`config.mk`:
```
export PLATFORM = sky130hd
export DESIGN_NAME = bitmap_page_slot_allocator_core
export DESIGN_NICKNAME = d
export VERILOG_FILES = /design/src/hw/rtl/bpsa_pkg.sv /design/src/hw/rtl/bpsa_ram.sv /design/src/hw/rtl/bpsa_ctrl.sv /design/src/hw/rtl/bpsa_dp.sv /design/src/hw/rtl/bitmap_page_slot_allocator_core.sv
export SDC_FILE = /design/constraint.sdc
export NUM_CORES = 1
export LEC_CHECK = 0
export ABC_CLOCK_PERIOD_IN_PS = 9500
export BUFFER_PORTS_ARGS = -buffer_cell sky130_fd_sc_hd__buf_2
export CORE_AREA = 4 4 401 205
export DETAILED_ROUTE_END_ITERATION = 8
export DIE_AREA = 0 0 405 209
export HOLD_SLACK_MARGIN = 0.1
export PLACE_DENSITY = 0.66
export SYNTH_ARGS = -nofsm -noshare
export SYNTH_HDL_FRONTEND = slang
export SYNTH_SLANG_ARGS = --single-unit
```
`constraint.sdc`:
```
create_clock -name clk -period 9.5 [get_ports clk]
set_input_delay 1.9 -clock clk [delete_from_list [all_inputs] [get_ports clk]]
set_output_delay 1.9 -clock clk [all_outputs]
set_load 0.02 [all_outputs]
```
`src/hw/rtl/bpsa_pkg.sv`:
```
// Shared types, codes and constants of the bitmap page slot allocator.
package bpsa_pkg;

  localparam int MAX_SLOTS_DEF  = 256;
  localparam int PAGE_SHIFT_DEF = 12;
  localparam int ADDR_W         = 48;
  localparam int ID_W           = 32;
  localparam int PAGES_W        = 9;
  localparam int ESHIFT_W       = 4;
  localparam int CFG_IDX_W      = 2;
  // Objects may not start inside the 32-byte page header.
  localparam int HDR_SHIFT      = 5;

  // Operation codes
  localparam logic [1:0] FN_ALLOC = 2'd0;
  localparam logic [1:0] FN_FREE  = 2'd1;
  localparam logic [1:0] FN_CHECK = 2'd2;

  // Register indexes
  localparam logic [CFG_IDX_W-1:0] REG_REGION_BASE  = 2'd0;
  localparam logic [CFG_IDX_W-1:0] REG_REGION_PAGES = 2'd1;
  localparam logic [CFG_IDX_W-1:0] REG_ELEM_SHIFT   = 2'd2;

  localparam logic [PAGES_W-1:0]  RESET_PAGES  = 9'd256;
  localparam logic [ESHIFT_W-1:0] RESET_ESHIFT = 4'd5;

  // Result status codes
  localparam logic [1:0] ST_OK       = 2'd0;
  localparam logic [1:0] ST_NO_SLOT  = 2'd1;
  localparam logic [1:0] ST_BAD_FREE = 2'd2;
  localparam logic [1:0] ST_REJECT   = 2'd3;

  typedef struct packed {
    logic [1:0]        func;
    logic [ADDR_W-1:0] page_addr;
    logic [ID_W-1:0]   obj_id;
  } req_t;

  typedef struct packed {
    logic              ok;
    logic [ADDR_W-1:0] result_addr;
    logic [1:0]        status;
  } rsp_t;

  typedef enum logic [2:0] {
    CUR_HOLD,
    CUR_HINT,
    CUR_OFS,
    CUR_INC,
    CUR_DEC
  } cur_op_t;

  typedef enum logic [2:0] {
    RES_ALLOC_OK,
    RES_FREE_OK,
    RES_CHECK_OK,
    RES_NO_SLOT,
    RES_BAD_FREE,
    RES_REJECT
  } res_kind_t;

  // Controller to datapath
  typedef struct packed {
    logic      load_op;
    cur_op_t   cur_op;
    logic      sl_load;
    logic      ptr_load;
    logic      off_ptr;
    logic      wr_alloc;
    logic      wr_free;
    logic      hu_dn;
    logic      hu_clear;
    logic      res_load;
    res_kind_t res_kind;
  } cmd_t;

  // Datapath to controller
  typedef struct packed {
    logic hint_oob;
    logic up_hit;
    logic up_last;
    logic off_bad;
    logic bit_free;
    logic sl_is_hu;
    logic sl_zero;
    logic dn_hit;
    logic cur_zero;
    logic lim_bad;
    logic hdr_bad;
  } sts_t;

endpackage

```
`src/hw/rtl/bpsa_ram.sv`:
```
// Generic single-write, single-read RAM with registered read data.
module bpsa_ram #(
  parameter int WIDTH = 16,
  parameter int DEPTH = 16
) (
  input  logic                                   clk,
  input  logic                                   we,
  input  logic [((DEPTH > 1) ? $clog2(DEPTH) : 1)-1:0] waddr,
  input  logic [WIDTH-1:0]                       wdata,
  input  logic [((DEPTH > 1) ? $clog2(DEPTH) : 1)-1:0] raddr,
  output logic [WIDTH-1:0]                       rdata
);

  logic [WIDTH-1:0] mem [DEPTH];

  always_ff @(posedge clk) begin
    if (we) begin
      mem[waddr] <= wdata;
    end
    rdata <= mem[raddr];
  end

endmodule

```
`src/hw/rtl/bpsa_ctrl.sv`:
```
// Sequencer for alloc, free and check transactions.
module bpsa_ctrl (
  input  logic            clk,
  input  logic            rst,
  input  logic            start,
  input  logic [1:0]      func,
  input  bpsa_pkg::sts_t  sts,
  output bpsa_pkg::cmd_t  cmd,
  output logic            busy,
  output logic            done
);

  typedef enum logic [3:0] {
    S_IDLE,
    S_A_START,
    S_A_RD,
    S_A_EV,
    S_F_ADDR,
    S_F_RD,
    S_F_EV,
    S_D_RD,
    S_D_EV,
    S_C_LIM,
    S_C_ADDR,
    S_C_RD,
    S_C_EV
  } state_t;

  state_t state;
  state_t state_next;
  logic   done_next;

  assign busy = (state != S_IDLE);

  always_comb begin
    state_next   = state;
    done_next    = 1'b0;
    cmd          = '0;
    cmd.cur_op   = bpsa_pkg::CUR_HOLD;
    cmd.res_kind = bpsa_pkg::RES_REJECT;
    unique case (state)
      S_IDLE: begin
        if (start) begin
          cmd.load_op = 1'b1;
          unique case (func)
            bpsa_pkg::FN_ALLOC: state_next = S_A_START;
            bpsa_pkg::FN_FREE:  state_next = S_F_ADDR;
            bpsa_pkg::FN_CHECK: state_next = S_C_LIM;
            default: begin
              cmd.res_load = 1'b1;
              cmd.res_kind = bpsa_pkg::RES_REJECT;
              done_next    = 1'b1;
            end
          endcase
        end
      end
      S_A_START: begin
        if (sts.hint_oob) begin
          cmd.res_load = 1'b1;
          cmd.res_kind = bpsa_pkg::RES_NO_SLOT;
          done_next    = 1'b1;
          state_next   = S_IDLE;
        end else begin
          cmd.cur_op = bpsa_pkg::CUR_HINT;
          state_next = S_A_RD;
        end
      end
      S_A_RD: state_next = S_A_EV;
      S_A_EV: begin
        if (sts.up_hit) begin
          cmd.wr_alloc = 1'b1;
          cmd.res_load = 1'b1;
          cmd.res_kind = bpsa_pkg::RES_ALLOC_OK;
          done_next    = 1'b1;
          state_next   = S_IDLE;
        end else if (sts.up_last) begin
          cmd.res_load = 1'b1;
          cmd.res_kind = bpsa_pkg::RES_NO_SLOT;
          done_next    = 1'b1;
          state_next   = S_IDLE;
        end else begin
          cmd.cur_op = bpsa_pkg::CUR_INC;
          state_next = S_A_RD;
        end
      end
      S_F_ADDR: begin
        if (sts.off_bad) begin
          cmd.res_load = 1'b1;
          cmd.res_kind = bpsa_pkg::RES_BAD_FREE;
          done_next    = 1'b1;
          state_next   = S_IDLE;
        end else begin
          cmd.sl_load = 1'b1;
          cmd.cur_op  = bpsa_pkg::CUR_OFS;
          state_next  = S_F_RD;
        end
      end
      S_F_RD: state_next = S_F_EV;
      S_F_EV: begin
        if (sts.bit_free) begin
          cmd.res_load = 1'b1;
          cmd.res_kind = bpsa_pkg::RES_BAD_FREE;
          done_next    = 1'b1;
          state_next   = S_IDLE;
        end else begin
          cmd.wr_free = 1'b1;
          if (sts.sl_is_hu && !sts.sl_zero) begin
            state_next = S_D_RD;
          end else begin
            cmd.res_load = 1'b1;
            cmd.res_kind = bpsa_pkg::RES_FREE_OK;
            done_next    = 1'b1;
            state_next   = S_IDLE;
          end
        end
      end
      S_D_RD: state_next = S_D_EV;
      S_D_EV: begin
        if (sts.dn_hit || sts.cur_zero) begin
          cmd.hu_dn    = sts.dn_hit;
          cmd.hu_clear = !sts.dn_hit;
          cmd.res_load = 1'b1;
          cmd.res_kind = bpsa_pkg::RES_FREE_OK;
          done_next    = 1'b1;
          state_next   = S_IDLE;
        end else begin
          cmd.cur_op = bpsa_pkg::CUR_DEC;
          state_next = S_D_RD;
        end
      end
      S_C_LIM: begin
        cmd.ptr_load = 1'b1;
        if (sts.lim_bad) begin
          cmd.res_load = 1'b1;
          cmd.res_kind = bpsa_pkg::RES_REJECT;
          done_next    = 1'b1;
          state_next   = S_IDLE;
        end else begin
          state_next = S_C_ADDR;
        end
      end
      S_C_ADDR: begin
        cmd.off_ptr = 1'b1;
        if (sts.hdr_bad || sts.off_bad) begin
          cmd.res_load = 1'b1;
          cmd.res_kind = bpsa_pkg::RES_REJECT;
          done_next    = 1'b1;
          state_next   = S_IDLE;
        end else begin
          cmd.sl_load = 1'b1;
          cmd.cur_op  = bpsa_pkg::CUR_OFS;
          state_next  = S_C_RD;
        end
      end
      S_C_RD: state_next = S_C_EV;
      S_C_EV: begin
        cmd.res_load = 1'b1;
        cmd.res_kind = sts.bit_free ? bpsa_pkg::RES_REJECT : bpsa_pkg::RES_CHECK_OK;
        done_next    = 1'b1;
        state_next   = S_IDLE;
      end
      default: state_next = S_IDLE;
    endcase
  end

  always_ff @(posedge clk) begin
    if (rst) begin
      state <= S_IDLE;
      done  <= 1'b0;
    end else begin
      state <= state_next;
      done  <= done_next;
    end
  end

endmodule

```
`src/hw/rtl/bpsa_dp.sv`:
```
// Datapath: registers, slot bitmap RAM, word searches and address arithmetic.
module bpsa_dp #(
  parameter int MAX_SLOTS  = bpsa_pkg::MAX_SLOTS_DEF,
  parameter int PAGE_SHIFT = bpsa_pkg::PAGE_SHIFT_DEF
) (
  input  logic                             clk,
  input  logic                             rst,
  input  logic                             cfg_we,
  input  logic [bpsa_pkg::CFG_IDX_W-1:0]   cfg_addr,
  input  logic [bpsa_pkg::ADDR_W-1:0]      cfg_wdata,
  input  bpsa_pkg::req_t                   in_item,
  input  bpsa_pkg::cmd_t                   cmd,
  output bpsa_pkg::sts_t                   sts,
  output bpsa_pkg::rsp_t                   out_item
);

  localparam int ADDR_W = bpsa_pkg::ADDR_W;
  localparam int WORD_W = (MAX_SLOTS < 16) ? 8 : 16;
  localparam int BIT_W  = $clog2(WORD_W);
  localparam int ROWS   = (MAX_SLOTS + WORD_W - 1) / WORD_W;
  localparam int ROW_W  = (ROWS > 1) ? $clog2(ROWS) : 1;
  localparam int DEPTH  = 1 << ROW_W;
  localparam int GIDX_W = ROW_W + BIT_W;
  localparam int IX_W   = GIDX_W + 1;
  localparam int N_W    = $clog2(MAX_SLOTS + 1);
  localparam int SLOT_W = $clog2(MAX_SLOTS);
  localparam int OFS_W  = ADDR_W - PAGE_SHIFT;
  localparam int LIM_W  = SLOT_W + 1 + PAGE_SHIFT;
  localparam int CMP_W  = (LIM_W > bpsa_pkg::ID_W) ? LIM_W : bpsa_pkg::ID_W;
  localparam logic [4:0]        PS5         = 5'(PAGE_SHIFT);
  localparam logic [ADDR_W-1:0] PG_OFS_ONES = (48'(1) << PAGE_SHIFT) - 48'(1);

  // Configuration
  logic [ADDR_W-1:0]             region_base;
  logic [bpsa_pkg::PAGES_W-1:0]  region_pages;
  logic [bpsa_pkg::ESHIFT_W-1:0] elem_shift;

  // Allocator state and working registers
  logic [N_W-1:0]    hint;
  logic [SLOT_W-1:0] hu;
  logic [DEPTH-1:0]  rvalid;
  bpsa_pkg::req_t    op;
  logic [ROW_W-1:0]  cur;
  logic [IX_W-1:0]   sl;
  logic [ADDR_W-1:0] ptr_q;
  logic              vr_q;

  logic [WORD_W-1:0] rdata;
  logic [WORD_W-1:0] eff;
  logic [WORD_W-1:0] wdata;
  logic              we;

  logic [N_W-1:0]    n;
  logic [IX_W-1:0]   n_ix;
  logic [IX_W-1:0]   nm1;
  logic [IX_W-1:0]   hint_ix;

  logic              up_first;
  logic              up_last;
  logic [WORD_W-1:0] cand;
  logic [BIT_W-1:0]  up_idx;
  logic [IX_W-1:0]   found_ix;
  logic              dn_first;
  logic [WORD_W-1:0] dcand;
  logic [BIT_W-1:0]  dn_idx;

  logic [ADDR_W-1:0] off_src;
  logic [ADDR_W-1:0] diff;
  logic [OFS_W-1:0]  ofs;

  logic              es_ok;
  logic [4:0]        sh;
  logic [CMP_W-1:0]  lim;
  logic [SLOT_W-1:0] m;
  logic [ADDR_W-1:0] span_keep;
  logic [ADDR_W-1:0] ptr_c;
  logic [ADDR_W-1:0] alloc_addr;

  // Effective slot count, clamped to 1..MAX_SLOTS
  always_comb begin
    if (region_pages == '0) begin
      n = N_W'(1);
    end else if (32'(region_pages) > 32'(MAX_SLOTS)) begin
      n = N_W'(MAX_SLOTS);
    end else begin
      n = N_W'(region_pages);
    end
  end

  assign n_ix    = IX_W'(n);
  assign nm1     = n_ix - IX_W'(1);
  assign hint_ix = IX_W'(hint);

  // Bitmap word; rows never written read as all available
  bpsa_ram #(
    .WIDTH (WORD_W),
    .DEPTH (DEPTH)
  ) u_map (
    .clk   (clk),
    .we    (we),
    .waddr (cur),
    .wdata (wdata),
    .raddr (cur),
    .rdata (rdata)
  );

  assign eff = vr_q ? rdata : '1;

  // Upward search: lowest available bit in [hint, n-1]
  assign up_first = (cur == hint_ix[GIDX_W-1:BIT_W]);
  assign up_last  = (cur == nm1[GIDX_W-1:BIT_W]);

  always_comb begin
    up_idx = '0;
    for (int i = 0; i < WORD_W; i++) begin
      cand[i] = eff[i]
              && (!up_first || BIT_W'(i) >= hint_ix[BIT_W-1:0])
              && (!up_last  || BIT_W'(i) <= nm1[BIT_W-1:0]);
    end
    for (int i = WORD_W - 1; i >= 0; i--) begin
      if (cand[i]) begin
        up_idx = BIT_W'(i);
      end
    end
  end

  assign found_ix = IX_W'({cur, up_idx});

  // Downward search: highest used bit below the freed slot
  assign dn_first = (cur == sl[GIDX_W-1:BIT_W]);

  always_comb begin
    dn_idx = '0;
    for (int i = 0; i < WORD_W; i++) begin
      dcand[i] = !eff[i] && (!dn_first || BIT_W'(i) < sl[BIT_W-1:0]);
    end
    for (int i = 0; i < WORD_W; i++) begin
      if (dcand[i]) begin
        dn_idx = BIT_W'(i);
      end
    end
  end

  // Shared offset unit: address relative to region base, in pages
  assign off_src = cmd.off_ptr ? ptr_q : op.page_addr;
  assign diff    = off_src - region_base;
  assign ofs     = diff[ADDR_W-1:PAGE_SHIFT];

  // Check: id limit and object address
  assign es_ok = ({1'b0, elem_shift} <= PS5);
  assign sh    = PS5 - {1'b0, elem_shift};
  assign lim   = es_ok ? ((CMP_W'(hu) + CMP_W'(1)) << sh) : '0;

  always_comb begin
    m = SLOT_W'(n - N_W'(1));
    m = m | (m >> 1);
    m = m | (m >> 2);
    m = m | (m >> 4);
    m = m | (m >> 8);
  end

  assign span_keep = ((ADDR_W'(m) << PAGE_SHIFT) | PG_OFS_ONES)
                   & ({ADDR_W{1'b1}} << elem_shift);
  assign ptr_c     = (ADDR_W'(op.obj_id) << elem_shift) | (region_base & ~span_keep);

  assign alloc_addr = region_base + (ADDR_W'(found_ix) << PAGE_SHIFT);

  // Write-back word
  assign we = cmd.wr_alloc || cmd.wr_free;

  always_comb begin
    wdata = eff;
    if (cmd.wr_alloc) begin
      wdata[up_idx] = 1'b0;
    end else begin
      wdata[sl[BIT_W-1:0]] = 1'b1;
    end
  end

  // Status to the controller
  always_comb begin
    sts          = '0;
    sts.hint_oob = (hint_ix >= n_ix);
    sts.up_hit   = |cand;
    sts.up_last  = up_last;
    sts.off_bad  = (off_src < region_base) || (ofs >= OFS_W'(n));
    sts.bit_free = eff[sl[BIT_W-1:0]];
    sts.sl_is_hu = (sl == IX_W'(hu));
    sts.sl_zero  = (sl == '0);
    sts.dn_hit   = |dcand;
    sts.cur_zero = (cur == '0);
    sts.lim_bad  = (CMP_W'(op.obj_id) > lim);
    sts.hdr_bad  = (ptr_q[PAGE_SHIFT-1:bpsa_pkg::HDR_SHIFT] == '0);
  end

  // Control state
  always_ff @(posedge clk) begin
    if (rst) begin
      region_base  <= '0;
      region_pages <= bpsa_pkg::RESET_PAGES;
      elem_shift   <= bpsa_pkg::RESET_ESHIFT;
      hint         <= '0;
      hu           <= '0;
      rvalid       <= '0;
    end else begin
      if (cfg_we) begin
        case (cfg_addr)
          bpsa_pkg::REG_REGION_BASE:  region_base  <= cfg_wdata;
          bpsa_pkg::REG_REGION_PAGES: region_pages <= cfg_wdata[bpsa_pkg::PAGES_W-1:0];
          bpsa_pkg::REG_ELEM_SHIFT:   elem_shift   <= cfg_wdata[bpsa_pkg::ESHIFT_W-1:0];
          default: ;
        endcase
      end
      if (we) begin
        rvalid[cur] <= 1'b1;
      end
      if (cmd.wr_alloc) begin
        hint <= N_W'(found_ix + IX_W'(1));
        if (found_ix > IX_W'(hu)) begin
          hu <= SLOT_W'(found_ix);
        end
      end
      if (cmd.wr_free && (sl < hint_ix)) begin
        hint <= N_W'(sl);
      end
      if (cmd.hu_dn) begin
        hu <= SLOT_W'({cur, dn_idx});
      end
      if (cmd.hu_clear) begin
        hu <= '0;
      end
    end
  end

  // Working registers and result
  always_ff @(posedge clk) begin
    vr_q <= rvalid[cur];
    if (cmd.load_op) begin
      op <= in_item;
    end
    unique case (cmd.cur_op)
      bpsa_pkg::CUR_HOLD: cur <= cur;
      bpsa_pkg::CUR_HINT: cur <= hint_ix[GIDX_W-1:BIT_W];
      bpsa_pkg::CUR_OFS:  cur <= ofs[GIDX_W-1:BIT_W];
      bpsa_pkg::CUR_INC:  cur <= cur + ROW_W'(1);
      bpsa_pkg::CUR_DEC:  cur <= cur - ROW_W'(1);
      default:            cur <= cur;
    endcase
    if (cmd.sl_load) begin
      sl <= IX_W'(ofs);
    end
    if (cmd.ptr_load) begin
      ptr_q <= ptr_c;
    end
    if (cmd.res_load) begin
      unique case (cmd.res_kind)
        bpsa_pkg::RES_ALLOC_OK: out_item <= '{1'b1, alloc_addr, bpsa_pkg::ST_OK};
        bpsa_pkg::RES_FREE_OK:  out_item <= '{1'b1, '0, bpsa_pkg::ST_OK};
        bpsa_pkg::RES_CHECK_OK: out_item <= '{1'b1, ptr_q, bpsa_pkg::ST_OK};
        bpsa_pkg::RES_NO_SLOT:  out_item <= '{1'b0, '0, bpsa_pkg::ST_NO_SLOT};
        bpsa_pkg::RES_BAD_FREE: out_item <= '{1'b0, '0, bpsa_pkg::ST_BAD_FREE};
        default:                out_item <= '{1'b0, '0, bpsa_pkg::ST_REJECT};
      endcase
    end
  end

endmodule

```
`src/hw/rtl/bitmap_page_slot_allocator_core.sv`:
```
// Top level of the bitmap page slot allocator: controller, datapath and assertions.
//
//   channel   signals                          handshake
//   request   start, busy, in_item (req_t)     taken when start && !busy
//   result    done, out_item (rsp_t)           one-cycle strobe, cannot be held off
//   config    cfg_we, cfg_addr, cfg_wdata      written when cfg_we, no wait, no read-back
//
// Bitmap RAM of 16-slot words (8 when MAX_SLOTS < 16), registered read. Alloc scans words up
// from the hint word; free tests the slot bit, then scans down for a new highest-used slot when
// the top slot is freed; check tests id limit and address, then reads the slot bit. Early rejects
// and unknown codes skip the bitmap. busy falls in the done cycle, where the next one may be taken.
// Reset (rst, synchronous) marks all slots available, clears hint and highest-used, loads defaults.
// Results are never stalled: each appears for exactly one cycle.
module bitmap_page_slot_allocator_core #(
  parameter int MAX_SLOTS  = bpsa_pkg::MAX_SLOTS_DEF,
  parameter int PAGE_SHIFT = bpsa_pkg::PAGE_SHIFT_DEF
) (
  input  logic                           clk,
  input  logic                           rst,
  input  logic                           start,
  output logic                           busy,
  input  bpsa_pkg::req_t                 in_item,
  output logic                           done,
  output bpsa_pkg::rsp_t                 out_item,
  input  logic                           cfg_we,
  input  logic [bpsa_pkg::CFG_IDX_W-1:0] cfg_addr,
  input  logic [bpsa_pkg::ADDR_W-1:0]    cfg_wdata
);

  bpsa_pkg::cmd_t cmd;
  bpsa_pkg::sts_t sts;

  // Sequencer: one transaction at a time
  bpsa_ctrl u_ctrl (
    .clk   (clk),
    .rst   (rst),
    .start (start),
    .func  (in_item.func),
    .sts   (sts),
    .cmd   (cmd),
    .busy  (busy),
    .done  (done)
  );

  // Bitmap, hint, highest-used mark, config and address arithmetic
  bpsa_dp #(
    .MAX_SLOTS  (MAX_SLOTS),
    .PAGE_SHIFT (PAGE_SHIFT)
  ) u_dp (
    .clk       (clk),
    .rst       (rst),
    .cfg_we    (cfg_we),
    .cfg_addr  (cfg_addr),
    .cfg_wdata (cfg_wdata),
    .in_item   (in_item),
    .cmd       (cmd),
    .sts       (sts),
    .out_item  (out_item)
  );

`ifndef SYNTHESIS
  // A result only follows an accepted or running transaction
  a_done_has_cause: assert property (@(posedge clk) disable iff (rst)
    done |-> $past(busy || start))
    else $error("result strobe without a transaction");

  // An accepted transaction is either running or answered in the next cycle
  a_accept_progress: assert property (@(posedge clk) disable iff (rst)
    (start && !busy) |=> (busy || done))
    else $error("accepted transaction vanished");

  // ok and status agree
  a_ok_status: assert property (@(posedge clk) disable iff (rst)
    done |-> (out_item.ok == (out_item.status == bpsa_pkg::ST_OK)))
    else $error("ok flag disagrees with status");

  // Failures carry a zero address
  a_fail_zero: assert property (@(posedge clk) disable iff (rst)
    (done && !out_item.ok) |-> (out_item.result_addr == '0))
    else $error("failed transaction with non-zero address");
`endif

endmodule
```
==> results of run 1 <==
-- registers in the layout (all words and copies together), names as in the netlist, 8 cells and up --
name,cells
u_dp.hint,9
u_dp.hu,8
u_dp.op,80
u_dp.out_item,51
u_dp.ptr_q,48
u_dp.region_base,48
u_dp.region_pages,9
u_dp.rvalid,16
u_dp.sl,9
u_dp.u_map.mem,256
u_dp.u_map.rdata,16
-- kinds of logic (layout without fill, tap and decap cells) --
logic type               Yosys count  count (layout)  share of synthesized area (%)
adder cells (fa/ha/maj)          143             143                          5.604
other                              1               4                        0.01168
buffers and inverters            271             451                          3.453
XOR/XNOR                          81              81                          2.209
multiplexers                     236             236                          11.54
AO/OA/AOI/OAI                    702             702                          14.05
flip-flops                       564             564                          49.13
AND/OR/NAND/NOR                  939             939                          14.00
-- report_power, final --
group	internal [mW]	switching, mW	leakage, nW
Sequential	2.80	0.129	4.95
Combinational	0.508	0.912	6.64
Clock	1.15	0.983	0.809
-- tightest hold or removal path, delay by kind of cell (launching register included) --
family,cells,cell delay (ps)
AND/OR/NAND/NOR,1,50
AO/OA/AOI/OAI,1,50
flip-flops,1,310
-- how the worst min path moves through the flow --
stage                   startpoint             endpoint  slack [ps]  cells after the start
3_3_place_gp   u_dp.region_base[7]  u_dp.region_base[7]         440                      2
2_1_floorplan      u_dp.rvalid[10]      u_dp.rvalid[10]         430                      2
3_5_place_dp   u_dp.region_base[7]  u_dp.region_base[7]         450                      2
5_1_grt        u_dp.region_base[5]  u_dp.region_base[5]         480                      2
4_1_cts        u_dp.region_base[7]  u_dp.region_base[7]         460                      2
6_report       u_dp.region_base[1]  u_dp.region_base[1]         460                      2
-- cell usage in the layout, fill, tap and decap left out, types with 53 or more instances in the layout --
| cell | n |
|---|---|
| mux2i_1 | 72 |
| buf_4 | 60 |
| nand2_1 | 404 |
| nor2_1 | 188 |
| edfxtp_1 | 448 |
| ha_1 | 139 |
| nand3_1 | 53 |
| inv_1 | 107 |
| o21ai_0 | 143 |
| a21oi_1 | 208 |
| mux2_2 | 63 |
| mux4_2 | 101 |
| buf_2 | 187 |
| dfxtp_1 | 112 |
-- area by class of cell --
type | instances | area share [%]
Multi-Input combinational cell | 2102 | 42.64
Tap cell | 1050 | 3.659
Sequential cell | 564 | 43.95
Antenna cell | 3 | 0.02091
Timing Repair Buffer | 248 | 3.917
Inverter | 109 | 1.140
Clock inverter | 33 | 0.9897
Clock buffer | 61 | 3.687
-- per-layer routing --
layer	wire (um)	part of all wire, %	vias to the layer above
met1	53710	47	12620
met4	1251	1.1	12
met5	127	0.11	-
met2	36540	32	1715
li1	-	-	11320
met3	22790	20	124
==> flow_summary.ini, run 1 <==
[outcome]
status = completed

[synth]
synth-main-ff-cell = edfxtp_1
synth_top_area_share_pct = 41.90
synth_common_cells = edfxtp_1 (448), nand2_1 (404), a21oi_1 (208)
ys_async_sr_fraction_pct = 0
synth_area_per_cell_sq_um = 10.93
syn_nets = 3214
yosysSeqAreaShare_pct = 49.13
synth_seq_cells = 564
yosysMostFrequentCell = edfxtp_1
synth_edf_count = 448
synth.top_cells.by_area = edfxtp_1 (42%), dfxtp_1 (7.2%), mux4_2 (7.1%), ha_1 (5.4%), nand2_1 (4.7%)
synth_area_sq_um = 32110
yosys_warnings = 0
syn-instance-count = 2937
synth_cell_types = 110
synth_top_cell_by_area = edfxtp_1

[clocking]
numCtsBuffers = 50
hold_buffers = 0
cts_buffer_depth = 3
cts_resized = 0
cts_max_level = 2
cts.clk_slew.worst_paths_ps = 70
cts_root_buffer = clkbuf_16
post-cts-setup-buffers = 0
clk_latency_ps = 620
cts_tree = yes
numClockSinks = 564

[power_and_ir_drop]
total_leakage_power_nw = 12.40
power_mw = 6.478
power_density_nw_per_um2 = 180.4
ir_worst_vdd_mv = 0.1407

[global_routing]
grt_pass1_wl_um = 163300
grt_pass1_vias = 22940
overflow = 0
top_usage_layer = met1
grtUsageMet2_pct = 27.28
gr-usage-met1_pct = 42.52
antenna_found_initial = 6
grt_max_degree = 86
grt_use_total_pct = 26.19
met3_usage_pct = 17.28

[cells_and_area]
fin_area_sq_um = 35900
layout.nets = 3352
drive_gt1_share_pct = 18.48
stdcell_count = 4170
seqCellArea_sq_um = 15780
num-fill-cells = 7278
area_growth_pct = 11.82
multi_input_area_sq_um = 15310
fin_util_pct = 45.60

[floorplan]
initial_core_util_pct = 40.78
die_h_um = 209
core_area_sq_um = 78730
dieArea_sq_um = 84650
io_pins = 189
num_rows = 73
dieWidth_um = 405

[sta]
tns_ps = 0
hold_viol = 0
worst_pin_slew_ps = 1429
final-setup-viol-count = 0
hold-worst-slack_ps = 458.7
setup_ws_ps = 1325
slew_headroom_pct = 4.181
post-route-period-util_pct = 86.05
rsz0062_at_grt = no
maxSlewViolCount = 0
post-route-min-period_ps = 8175
max_freq_ghz = 0.1223
finalClockSkew_ps = 30.95

[drt]
drt_pass1_iterations = 8
wl_um = 114400
drc_errors = 0
wl_per_cell_um = 27.44
drt_iter0_markers = 4007
drt-vias-per-instance = 6.183
antenna_left = 0
num_vias = 25790

[placement]
placed_area_sq_um = 34210
pre_cts_slack_ps = 1634
numPlacedInstances = 4073
io_buffers = 188
dpl.hpwl_um = 87920
gp_congestion = 1.086

[setup_path]
worstPathCellList = nor4bb_4, buf_4, mux2_2, ha_1, nand3_1, a2111oi_0, o21ai_1, nand2_1, a31oi_1, o21ai_0, xor2_1, ha_1, a21o_1, a21oi_1, a21boi_0, o21ai_0, nor4bb_1, nand4_1, nor4_4, and3_1, nor2_4, buf_4
max_stage_delay_ps = 1170
path_buf_inv = 2
slowest_stage = nor4bb_4
cp-endpoint = u_dp.out_item[7]
path_class = flop to flop
r2r_setup_slack_ps = 1330
cp.depth = 22
endpoint_kind = flop
critPathLaunch = u_ctrl.state[1]
crit_arrival_ps = 8470
r2r-end = u_dp.out_item[7]
required_ps = 9790
crit_family = simple AND/OR/NAND/NOR gates
crit_fanout = 35
reg2reg_depth = 22
r2r-start = u_ctrl.state[1]
critPathLaunchType = flop

[min_path]
min_path_type = flop to flop

[job]
maxCapViolations = 0
No activity file was read; power rests on OpenSTA's default activity.
==> inputs of run 2 (changes only) <==
Settings changed: CORE_AREA 4 4 401 205 to 4 4 396 203, DIE_AREA 0 0 405 209 to 0 0 400 207, PLACE_DENSITY 0.66 to 0.57, SYNTH_HIERARCHICAL from default to 1.
==> flow_summary.ini, run 2 <==
[outcome]
status = completed

[sta]
worst_pin_slew_ps = 1364
max_freq_ghz = 0.1118
post-route-min-period_ps = 8947
finalClockSkew_ps = 22.85
tns_ps = 0
hold_viol = 0
slew_headroom_pct = 6.714
final-setup-viol-count = 0
rsz0062_at_grt = no
post-route-period-util_pct = 94.18
maxSlewViolCount = 0

[power_and_ir_drop]
power_density_nw_per_um2 = 193.6
sw_frac_of_total_pct = 31.30
ir_worst_vdd_mv = 0.1393
total_leakage_power_nw = 12.60
clkPwrFrac_pct = 34.3
p_comb_share_pct = 22.7
seq_power_share_pct = 43.0
p_switching_mw = 2.146
p_int_mw = 4.710

[setup_path]
cp_common_cell = a21oi_1
endpoint_kind = flop
critPathLaunchType = flop
crit_fanout = 14
crit_arrival_ps = 9310
required_ps = 9860
path_class = flop to flop
max_stage_delay_ps = 710
slowest_stage = or4_1

[floorplan]
dieArea_sq_um = 82800
dieWidth_um = 400
io_pins = 189
die_h_um = 207
num_rows = 72
initial_core_util_pct = 40.82
core_area_sq_um = 76660

[synth]
yosys_warnings = 6
yosysMostFrequentCell = edfxtp_1
synth-main-ff-cell = edfxtp_1
synth_area_per_cell_sq_um = 10.91
syn-instance-count = 2868
synth_top_cell_by_area = edfxtp_1
ys_async_sr_fraction_pct = 0
yosysSeqAreaShare_pct = 50.41
synth.top_cells.by_area = edfxtp_1 (43%), dfxtp_1 (7.4%), ha_1 (5.6%), mux4_2 (5.5%), nand2_1 (4.3%)
synth_seq_cells = 564
synth_area_sq_um = 31290
synth_top_area_share_pct = 42.99
synth_cell_types = 107
synth_common_cells = edfxtp_1 (448), nand2_1 (355), a21oi_1 (242)
synth_edf_count = 448

[drt]
antenna_left = 0
drc_errors = 0
drt-vias-per-instance = 6.022
wl_um = 111900
drt_pass1_iterations = 6
num_vias = 24790
wl_per_cell_um = 27.18
drt_iter0_markers = 3238

[clocking]
cts_buffer_depth = 3
clk_latency_ps = 640
hold_buffers = 0
post-cts-setup-buffers = 0
numClockSinks = 564
cts_root_buffer = clkbuf_16
cts_max_level = 2
cts_tree = yes
cts.clk_slew.worst_paths_ps = 70
numCtsBuffers = 54

[job]
maxCapViolations = 0

[global_routing]
grt_pass1_wl_um = 161300
overflow = 0
grt_max_degree = 73
antenna_found_initial = 10
grt_use_total_pct = 26.40
grt_pass1_vias = 22930

[cells_and_area]
layout_common_cells = edfxtp_1 (448), nand2_1 (355), a21oi_1 (241), nor2_1 (188), buf_2 (187)
largest_reg_flops = 256
layout.nets = 3310
fin_util_pct = 46.19
largest-register = u_dp/u_map/mem
area_growth_pct = 13.17
top_regs = u_dp/u_map/mem (256), u_dp/op (80), u_dp/out_item (51)
drive_gt1_share_pct = 17.87
num-fill-cells = 7070
final_common_cell = edfxtp_1
seqCellArea_sq_um = 15780
multi_input_area_sq_um = 14490

[min_path]
min_path_type = flop to flop

[placement]
io_buffers = 188
dpl.hpwl_um = 85190
gp_congestion = 1.030
[run 2: cell count changes after synthesis, sizes merged, moves of 16 or more]
cell / before / now
a21oi: 210 / 242
a22oi: 16 / 35
inv: 109 / 128
nand2: 405 / 355
nor2b: 22 / 38
nor3: 57 / 34
o211ai: 24 / 7
[run 2: logic make-up (layout without fill, tap and decap cells)]
group,count (synthesis),after routing,share of synthesized area (%)
other,1,11,0.01198
and+or+nand+nor,864,864,13.01
xor gates and xnor gates,82,82,2.295
DFF,564,564,50.41
muxes,210,210,10.52
AOI/OAI and AO/OA,718,718,14.34
adders and majority gates,143,143,5.758
buffers and inverters,286,489,3.658
[run 2: power by group through the flow]
stage	combinational (mW)	clock, mW	sequential, mW
final	1.56	2.35	2.95
after global routing	1.67	2.51	2.96
after CTS	1.51	2.40	2.95
after detailed placement	1.50	0	3.00
after global placement	1.49	0	3.00
after floorplan	0.964	0	3.00
[run 2: what timing repair did]
item	in CTS	in global routing
hold endpoints to repair	0	0
endpoints found under the setup margin	0	1
resized for setup	0	2
[run 2: final cells by class]
type | count | area share, %
inverters | 132 | 1.399
repair buffers | 255 | 4.084
well taps | 1036 | 3.660
clock inverters | 37 | 1.311
diodes | 3 | 0.02120
clock buffers | 65 | 4.045
flip-flops and latches | 564 | 44.56
multi-input cells | 2025 | 40.92
[run 2: final timing paths]
| kind | startpoint | endpoint | slack [ps] | depth (start not counted) |
|---|---|---|---|---|
| worst max-delay path | u_ctrl/state[3] | u_dp/cur[3] | 550 | 32 |
| worst min-delay path | u_dp/region_base[6] | u_dp/region_base[6] | 460 | 2 |
| worst max register to register | u_ctrl/state[3] | u_dp/cur[3] | 550 | 32 |
| worst min register to register | u_dp/region_base[6] | u_dp/region_base[6] | 460 | 2 |
[run 2: through the flow]
stage	hold slack [ps]	setup WS [ps]	instance area [sq um]	cells	power, mW
2_1_floorplan	430.0	745.8	31320	2875	3.960
3_5_place_dp	447.7	612.7	33500	4012	4.503
5_1_grt	482.7	107.0	35410	4116	7.141
4_1_cts	457.1	529.9	35400	4114	6.860
6_report	459.0	553.0	35410	4117	6.855
3_3_place_gp	443.4	859.9	33500	4012	4.489
[run 2: metal layers]
layer  vias up  global-route usage (%)  part of all wire (%)
li1      11030                       -                     -
met1     12340                   44.86                    50
met4         2                   3.639                   1.1
met5         -                       0                 0.012
met2      1336                   29.35                    34
met3        85                   11.88                    15
[run 2: critical path, delay by kind of cell (launching register included)]
kind	cells	cell delay [ps]
simple gates	11	3130
flops	1	600
mux	1	360
xor+xnor	2	340
fa+ha+maj	3	860
buf+inv	1	320
compound gates	14	3060
